==> src/hdl/indexed_shift_list_core_macros.svh <==
// Assertion macros for the indexed shift list core.
// Used by the top level; expects clk and arst_n in scope.
`ifndef INDEXED_SHIFT_LIST_CORE_MACROS_SVH
`define INDEXED_SHIFT_LIST_CORE_MACROS_SVH

// Same-cycle implication, disabled during reset.
`define ISL_ASSERT_NOW(label, ante, cons, msg) \
	label: assert property (@(posedge clk) disable iff (!arst_n) (ante) |-> (cons)) \
		else $error(msg);

// Next-cycle implication, disabled during reset.
`define ISL_ASSERT_NEXT(label, ante, cons, msg) \
	label: assert property (@(posedge clk) disable iff (!arst_n) (ante) |=> (cons)) \
		else $error(msg);

`endif

==> src/hdl/isl_pkg.sv <==
// Shared types and constants for the indexed shift list core.
// No dependencies; used by isl_front, isl_back and the top level.
package isl_pkg;

	localparam int CAPACITY   = 16;
	localparam int DATA_WIDTH = 32;
	localparam int POS_W      = 5;
	localparam int CNT_W      = $clog2(CAPACITY + 1);
	localparam int IDX_W      = $clog2(CAPACITY);
	localparam int CMP_W      = (CNT_W > POS_W) ? CNT_W : POS_W;
	localparam int QUEUE_DEPTH = 2;
	localparam int QPTR_W     = $clog2(QUEUE_DEPTH);
	localparam int QCNT_W     = $clog2(QUEUE_DEPTH + 1);

	localparam logic [2:0] CMD_APPEND = 3'd0;
	localparam logic [2:0] CMD_INSERT = 3'd1;
	localparam logic [2:0] CMD_READ   = 3'd2;
	localparam logic [2:0] CMD_REMOVE = 3'd3;
	localparam logic [2:0] CMD_POP    = 3'd4;

	typedef enum logic [1:0] {
		ST_OK    = 2'd0,
		ST_INDEX = 2'd1,
		ST_FULL  = 2'd2,
		ST_EMPTY = 2'd3
	} status_t;

	typedef enum logic [2:0] {
		OP_APPEND,
		OP_INSERT,
		OP_READ,
		OP_REMOVE,
		OP_POP,
		OP_NOP
	} op_t;

	typedef struct packed {
		logic [2:0]       command;
		logic [POS_W-1:0] position;
		logic [31:0]      data_in;
	} req_t;

	typedef struct packed {
		logic [31:0]      data_out;
		status_t          status;
		logic [4:0]       count_out;
	} rsp_t;

	typedef struct packed {
		op_t                   op;
		logic [POS_W-1:0]      position;
		logic [DATA_WIDTH-1:0] data;
	} item_t;

	typedef struct packed {
		logic  valid;
		item_t item;
	} queue_head_t;

endpackage

==> src/hdl/isl_front.sv <==
// Front part: accepts request beats, decodes the command and queues the item.
// Depends on isl_pkg.
module isl_front (
	input  logic                 clk,
	input  logic                 arst_n,
	input  logic                 req_valid,
	output logic                 req_stall,
	input  isl_pkg::req_t        req,
	output isl_pkg::queue_head_t head,
	input  logic                 pop
);

	isl_pkg::item_t                  entry_q [isl_pkg::QUEUE_DEPTH];
	logic [isl_pkg::QPTR_W-1:0]      wr_ptr_q;
	logic [isl_pkg::QPTR_W-1:0]      rd_ptr_q;
	logic [isl_pkg::QCNT_W-1:0]      fill_q;
	isl_pkg::item_t                  decoded;
	logic                            push;

	always_comb begin
		decoded.position = req.position;
		decoded.data     = req.data_in[isl_pkg::DATA_WIDTH-1:0];
		case (req.command)
			isl_pkg::CMD_APPEND: decoded.op = isl_pkg::OP_APPEND;
			isl_pkg::CMD_INSERT: decoded.op = isl_pkg::OP_INSERT;
			isl_pkg::CMD_READ:   decoded.op = isl_pkg::OP_READ;
			isl_pkg::CMD_REMOVE: decoded.op = isl_pkg::OP_REMOVE;
			isl_pkg::CMD_POP:    decoded.op = isl_pkg::OP_POP;
			default:             decoded.op = isl_pkg::OP_NOP;
		endcase
	end

	assign req_stall  = (fill_q == isl_pkg::QCNT_W'(isl_pkg::QUEUE_DEPTH));
	assign push       = req_valid && !req_stall;
	assign head.valid = (fill_q != '0);
	assign head.item  = entry_q[rd_ptr_q];

	always_ff @(posedge clk) begin
		if (push) begin
			entry_q[wr_ptr_q] <= decoded;
		end
	end

	always_ff @(posedge clk or negedge arst_n) begin
		if (!arst_n) begin
			wr_ptr_q <= '0;
			rd_ptr_q <= '0;
			fill_q   <= '0;
		end else begin
			if (push) begin
				wr_ptr_q <= wr_ptr_q + 1'b1;
			end
			if (pop) begin
				rd_ptr_q <= rd_ptr_q + 1'b1;
			end
			case ({push, pop})
				2'b10:   fill_q <= fill_q + 1'b1;
				2'b01:   fill_q <= fill_q - 1'b1;
				default: fill_q <= fill_q;
			endcase
		end
	end

endmodule

==> src/hdl/isl_back.sv <==
// Back part: shift-line element store, count, status and the response register.
// Depends on isl_pkg; takes items from the queue in isl_front.
module isl_back (
	input  logic                 clk,
	input  logic                 arst_n,
	input  isl_pkg::queue_head_t head,
	output logic                 pop,
	output logic                 rsp_valid,
	input  logic                 rsp_stall,
	output isl_pkg::rsp_t        rsp
);

	logic [isl_pkg::DATA_WIDTH-1:0] cells_q [isl_pkg::CAPACITY];
	logic [isl_pkg::CNT_W-1:0]      count_q;
	logic                           rsp_valid_q;
	isl_pkg::rsp_t                  rsp_q;

	logic [isl_pkg::CMP_W-1:0]      cnt_e;
	logic [isl_pkg::CMP_W-1:0]      pos_e;
	logic [isl_pkg::CMP_W-1:0]      ins_pos;
	logic [isl_pkg::IDX_W-1:0]      rd_idx;
	logic [isl_pkg::DATA_WIDTH-1:0] rd_data;
	logic                           is_full;
	logic                           do_ins;
	logic                           do_rem;
	logic                           do_dec;
	logic                           give_data;
	isl_pkg::status_t               status;
	logic [isl_pkg::CNT_W-1:0]      count_nxt;

	assign pop = head.valid && (!rsp_valid_q || !rsp_stall);

	always_comb begin
		cnt_e     = isl_pkg::CMP_W'(count_q);
		pos_e     = isl_pkg::CMP_W'(head.item.position);
		is_full   = (count_q >= isl_pkg::CNT_W'(isl_pkg::CAPACITY));
		ins_pos   = (head.item.op == isl_pkg::OP_APPEND) ? cnt_e : pos_e;
		rd_idx    = (head.item.op == isl_pkg::OP_POP)
			? isl_pkg::IDX_W'(count_q - 1'b1)
			: isl_pkg::IDX_W'(head.item.position);
		rd_data   = cells_q[rd_idx];
		do_ins    = 1'b0;
		do_rem    = 1'b0;
		do_dec    = 1'b0;
		give_data = 1'b0;
		status    = isl_pkg::ST_OK;
		case (head.item.op)
			isl_pkg::OP_APPEND: begin
				if (is_full) status = isl_pkg::ST_FULL;
				else         do_ins = 1'b1;
			end
			isl_pkg::OP_INSERT: begin
				if (pos_e > cnt_e) status = isl_pkg::ST_INDEX;
				else if (is_full)  status = isl_pkg::ST_FULL;
				else               do_ins = 1'b1;
			end
			isl_pkg::OP_READ: begin
				if (pos_e >= cnt_e) status    = isl_pkg::ST_INDEX;
				else                give_data = 1'b1;
			end
			isl_pkg::OP_REMOVE: begin
				if (pos_e >= cnt_e) begin
					status = isl_pkg::ST_INDEX;
				end else begin
					give_data = 1'b1;
					do_rem    = 1'b1;
					do_dec    = 1'b1;
				end
			end
			isl_pkg::OP_POP: begin
				if (count_q == '0) begin
					status = isl_pkg::ST_EMPTY;
				end else begin
					give_data = 1'b1;
					do_dec    = 1'b1;
				end
			end
			default: status = isl_pkg::ST_OK;
		endcase
		count_nxt = count_q;
		if (do_ins)      count_nxt = count_q + 1'b1;
		else if (do_dec) count_nxt = count_q - 1'b1;
	end

	for (genvar g = 0; g < isl_pkg::CAPACITY; g++) begin : g_cell
		logic [isl_pkg::DATA_WIDTH-1:0] up_src;
		logic [isl_pkg::DATA_WIDTH-1:0] dn_src;
		if (g == 0) begin : g_first
			assign up_src = cells_q[g];
		end else begin : g_up
			assign up_src = cells_q[g-1];
		end
		if (g == isl_pkg::CAPACITY - 1) begin : g_last
			assign dn_src = cells_q[g];
		end else begin : g_dn
			assign dn_src = cells_q[g+1];
		end
		always_ff @(posedge clk) begin
			if (pop && do_ins) begin
				if (isl_pkg::CMP_W'(g) == ins_pos) begin
					cells_q[g] <= head.item.data;
				end else if (isl_pkg::CMP_W'(g) > ins_pos) begin
					cells_q[g] <= up_src;
				end
			end else if (pop && do_rem) begin
				if (isl_pkg::CMP_W'(g) >= pos_e) begin
					cells_q[g] <= dn_src;
				end
			end
		end
	end

	always_ff @(posedge clk) begin
		if (pop) begin
			rsp_q.data_out  <= give_data ? 32'(rd_data) : '0;
			rsp_q.status    <= status;
			rsp_q.count_out <= 5'(count_nxt);
		end
	end

	always_ff @(posedge clk or negedge arst_n) begin
		if (!arst_n) begin
			count_q     <= '0;
			rsp_valid_q <= 1'b0;
		end else begin
			if (pop) begin
				count_q <= count_nxt;
			end
			if (pop) begin
				rsp_valid_q <= 1'b1;
			end else if (!rsp_stall) begin
				rsp_valid_q <= 1'b0;
			end
		end
	end

	assign rsp_valid = rsp_valid_q;
	assign rsp       = rsp_q;

endmodule

==> src/hdl/indexed_shift_list_core.sv <==
// Indexed shift list core: top level joining the request queue and the shift-line back end.
// Depends on isl_pkg, isl_front, isl_back and indexed_shift_list_core_macros.svh.
// Each request beat yields exactly one response beat carrying the element (or zero), a
// status and the element count afterwards. A request enters a two-entry queue; the back end
// takes one queued item per cycle unless a stalled response holds it back, and finishes it
// in that cycle, as every stored cell loads from its neighbor in parallel for insert and
// remove. An accepted request is queued; its response is registered when the item is taken.
`include "indexed_shift_list_core_macros.svh"

module indexed_shift_list_core (
	input  logic          clk,
	input  logic          arst_n,
	input  logic          req_valid,
	output logic          req_stall,
	input  isl_pkg::req_t req,
	output logic          rsp_valid,
	input  logic          rsp_stall,
	output isl_pkg::rsp_t rsp
);

	isl_pkg::queue_head_t head;
	logic                 pop;

	isl_front u_front (
		.clk       (clk),
		.arst_n    (arst_n),
		.req_valid (req_valid),
		.req_stall (req_stall),
		.req       (req),
		.head      (head),
		.pop       (pop)
	);

	isl_back u_back (
		.clk       (clk),
		.arst_n    (arst_n),
		.head      (head),
		.pop       (pop),
		.rsp_valid (rsp_valid),
		.rsp_stall (rsp_stall),
		.rsp       (rsp)
	);

	`ISL_ASSERT_NOW(a_count_bound, rsp_valid, rsp.count_out <= 5'(isl_pkg::CAPACITY), "count above capacity")
	`ISL_ASSERT_NOW(a_full_count, rsp_valid && rsp.status == isl_pkg::ST_FULL, rsp.count_out == 5'(isl_pkg::CAPACITY), "full status with room left")
	`ISL_ASSERT_NOW(a_empty_zero, rsp_valid && rsp.status == isl_pkg::ST_EMPTY, rsp.count_out == '0 && rsp.data_out == '0, "empty status with data or count")
	`ISL_ASSERT_NEXT(a_pop_shows, pop, rsp_valid, "taken item gave no response")

endmodule

==> config.mk <==
export PLATFORM = sky130hd
export DESIGN_NAME = indexed_shift_list_core
export DESIGN_NICKNAME = d
export VERILOG_FILES = /design/src/hdl/isl_pkg.sv /design/src/hdl/isl_front.sv /design/src/hdl/isl_back.sv /design/src/hdl/indexed_shift_list_core.sv
export VERILOG_INCLUDE_DIRS = /design/src /design/src/hdl
export SDC_FILE = /design/constraint.sdc
export NUM_CORES = 2
export LEC_CHECK = 0
export ABC_AREA = 1
export ABC_CLOCK_PERIOD_IN_PS = 6100
export CAP_MARGIN = 20
export CORE_MARGIN = 5
export CORE_UTILIZATION = 25
export CTS_CLUSTER_SIZE = 40
export DETAILED_ROUTE_END_ITERATION = 12
export DONT_BUFFER_PORTS = 1
export PLACE_DENSITY_LB_ADDON = 0.1
export REMOVE_ABC_BUFFERS = 1
export SETUP_SLACK_MARGIN = 0.05
export SLEW_MARGIN = 10
export SYNTH_ARGS = -nofsm -noshare
export SYNTH_HDL_FRONTEND = slang
export SYNTH_SLANG_ARGS = --single-unit
==> constraint.sdc <==
create_clock -name clk -period 6.1 [get_ports clk]
set_input_delay 1.22 -clock clk [delete_from_list [all_inputs] [get_ports clk]]
set_output_delay 1.22 -clock clk [all_outputs]
set_load 0.1 [all_outputs]
==> results.sh <==
export IMPL_status="completed"
export IMPL_row_count=144
export IMPL_ys_warn_count=0
export IMPL_place_congestion=0.817
export IMPL_hold_viol=0
export IMPL_worst_pin_slew_ns=1.12
export IMPL_syn_avg_cell_area_um2=7.68
export IMPL_fin_crit_sh=0.787
export IMPL_ys_top_cells_by_area="edfxtp_1 (49%), nand2_1 (16%), nand3_1 (15%), inv_1 (5.6%), o21ai_0 (2.5%)"
export IMPL_synth_top_family_by_area="simple AND/OR/NAND/NOR gates"
export IMPL_rsz0062_at_grt="no"
export IMPL_hp_class="in2async"
export IMPL_syn_to_final_growth_pct=12.1
export IMPL_core_area_mm2=0.154
export IMPL_crit_fanout=45
export IMPL_htree_num_levels=3
export IMPL_layout_cells_non_filler=6977
export IMPL_num_vias=34900
export IMPL_clockBufferDepth=3
export IMPL_powerDensity_mw_per_mm2=627
export IMPL_ys_seq_area_frac=0.497
export IMPL_startpoint_type="register"
export IMPL_antenna_found_initial=2
export IMPL_setup_violations=0
export IMPL_cp_cell_sequence="inv_4, nand2_1, nand2_4, ha_1, nand2_1, nor2_1, nand2_1, nand3_1, nor2_1, nand3_2, nor2_2, buf_4, nand2_4, nor2_4, inv_2, nand2_2"
export IMPL_synth_commonest_cells="nand2_1 (1597), nand3_1 (1154), edfxtp_1 (631), inv_1 (580), o21ai_0 (196)"
export IMPL_postCtsResizedCells=0
export IMPL_yosys_area_share_xor_xnor=0.00159
export IMPL_yosysMostFrequentCell="nand2_1"
export IMPL_io_pins=85
export IMPL_cp_data_required_time_ns=6.27
export IMPL_clk_latency_ns=0.69
export IMPL_dp_hpwl_um=112000
export IMPL_clk_pin_slew_ns=0.06
export IMPL_drt_total_wl_um=171000
export IMPL_postCtsHoldBufs=0
export IMPL_finalClockSkew_ns=0.0320
export IMPL_cp_arrival_ns=4.97
export IMPL_cts_sinks=641
export IMPL_crit_slowest_cell="nand2_2"
export IMPL_period_minus_slack_ns=4.80
export IMPL_netlist_instances=5033
export IMPL_fin_util=0.282
export IMPL_fmax_mhz=208
export IMPL_num_nets_final=4918
export IMPL_synth_cell_types=44
export IMPL_cts_setup_buffers=0
export IMPL_grt_usage=0.203
export IMPL_synth_fa_ha_area_frac=0.00291
export IMPL_die_h_um=403
export IMPL_synthMuxAreaShare=0
export IMPL_grt_pass1_wl_um=247000
export IMPL_fin_setup_tns_ns=0
export IMPL_slew_viol_final=0
export IMPL_synth_top_area_cell="edfxtp_1"
export IMPL_viasPerCell=5.00
export IMPL_crit_type="reg2reg"
export IMPL_start_util=0.251
export IMPL_drive_above_1_share=0.0769
export IMPL_end_kind="register"
export IMPL_slew_headroom=0.254
export IMPL_grt_pass1_vias=35100
export IMPL_ys_flop_type="edfxtp_1"
export IMPL_grt_overflow=0
export IMPL_route_detailed_drc=0
export IMPL_drt_iter0_drc=2733
export IMPL_dr_pass1_iters=5
export IMPL_dp_cells=6820
export IMPL_crit_buf_inv=3
export IMPL_cts_tree="done"
export IMPL_numPortBuffers=0
export IMPL_power_total_mw=27.2
export IMPL_path_delay_family="simple AND/OR/NAND/NOR gates"
export IMPL_synthesis_area_mm2=0.0387
export IMPL_die_area_mm2=0.163
export IMPL_synthSimpleGateAreaFrac=0.336
export IMPL_peakVddDrop_uv=613
export IMPL_ctsRootBufferMaster="clkbuf_16"
export IMPL_power_leakage_nw=18.6
export IMPL_slowest_delay_ns=0.83
export IMPL_synth_edf_count=631
export IMPL_wl_per_cell_um=24.5
export IMPL_grt_max_degree=129
export IMPL_drtAntennaViolNets=0
export IMPL_synth_compound_area_frac=0.0592
export IMPL_cts_made_buffers=83
export IMPL_synth_seq_cells=641
export IMPL_cp_common_cell="nand2_1"
export IMPL_synthArstFlopShare=0.0156
export IMPL_max_cap_violations=0
export IMPL_die_x_um=403
export IMPL_synth_top_cell_area_share=0.490
## through the flow
| step | hold WS [ns] | cell area [um^2] | setup slack [ns] |
|---|---|---|---|
| after global placement | 0.535 | 40700 | 1.22 |
| final | 0.238 | 43400 | 1.30 |
| after CTS | 0.182 | 43200 | 1.17 |
| after floorplan | 0.495 | 36900 | -4.32 |
| after global routing | 0.191 | 43300 | 0.887 |
| after detailed placement | 0.534 | 40700 | 1.20 |
## placed cells by master, fill, tap and decap left out, types with 8 or more instances in the layout
cell type and count:
a31oi_1 41, clkbuf_1 25, nand3_2 8, nand2_4 8, o22ai_1 39, o21ai_2 11, or2_2 33, edfxtp_1 631
nand2_1 1577, nand3_1 1150, clkinv_2 8, nor2_1 131, inv_1 578, inv_2 17, o21ai_1 86, nor2_4 13
o21ai_4 9, clkbuf_16 84, dfrtp_1 9, ha_1 9, o21ai_0 163, buf_4 102, nand2_2 39, a21oi_1 72
clkinv_1 23, buf_12 15
## cells by family (layout without fill, tap and decap cells)
family | count (synthesis) | count (layout)
AND/OR/NAND/NOR | 2975 | 2975
buffers and inverters | 973 | 870
flip-flops | 641 | 641
AO/OA/AOI/OAI | 428 | 428
adder cells (fa/ha/maj) | 9 | 9
XOR/XNOR | 7 | 7
other | 0 | 3
## report_power, final
part           total (mW)  internal (mW)  switching, mW
Sequential           8.40           6.92           1.48
Combinational        14.0           3.64           10.3
Clock                4.83           2.72           2.11
Total                27.2           13.3           13.9
## area by class of cell
cell class	count	area, um^2
fill	16900	111000
sequential	641	19200
multi-input combinational	3419	15700
tap	2044	2560
inverter	601	2260
clock buffer	111	2220
timing repair buffer	119	1120
clock inverter	39	307
antenna	3	7.51
## metal layers
layer,wire length (um),up-vias,part of all wire,track usage
met3,7170,273,0.042,0.0260
met5,0,-,0,0
met2,84100,956,0.49,0.353
met1,73300,17400,0.43,0.260
li1,-,16300,-,-
met4,6280,0,0.037,0.0683
## worst paths after layout
check | slack, ns | to | cells after the start | start
worst max-delay path | 1.30 | u_back.cells_q[5][4]$_DFFE_PP_ | 16 | u_front.rd_ptr_q$_DFFE_PN0P_
worst max register to register | 1.30 | u_back.cells_q[5][4]$_DFFE_PP_ | 16 | u_front.rd_ptr_q$_DFFE_PN0P_
max in group asynchronous | 5.78 | u_back.cnt_e[2]$_DFFE_PN0P_ | 0 | arst_n
worst min register to register | 0.54 | u_back.cells_q[5][25]$_DFFE_PP_ | 2 | u_back.cells_q[6][25]$_DFFE_PP_
worst min-delay path | 0.24 | u_front.rd_ptr_q$_DFFE_PN0P_ | 0 | arst_n
min in group clk | 0.54 | u_back.cells_q[5][25]$_DFFE_PP_ | 2 | u_back.cells_q[6][25]$_DFFE_PP_
## registers in the layout, indices dropped and copies added (netlist names)
register and count:
u_back.cells_q 512, u_front.fill_q 2, u_front.wr_ptr_q 1, u_front.entry_q 80, u_front.rd_ptr_q 1, u_back.cnt_e 5
u_back.rsp_valid 1, u_back.rsp 39
## worst reg2reg max path: stages (launching register included)
cell	delay, ns
dfrtp_2	0.51
inv_4	0.44
nand2_1	0.18
nand2_4	0.17
ha_1	0.17
nand2_1	0.06
nor2_1	0.17
nand2_1	0.08
nand3_1	0.13
nor2_1	0.09
nand3_2	0.11
nor2_2	0.04
buf_4	0.21
nand2_4	0.39
nor2_4	0.07
inv_2	0.60
nand2_2	0.86
Note: power is estimated with default switching activity, not from simulation.
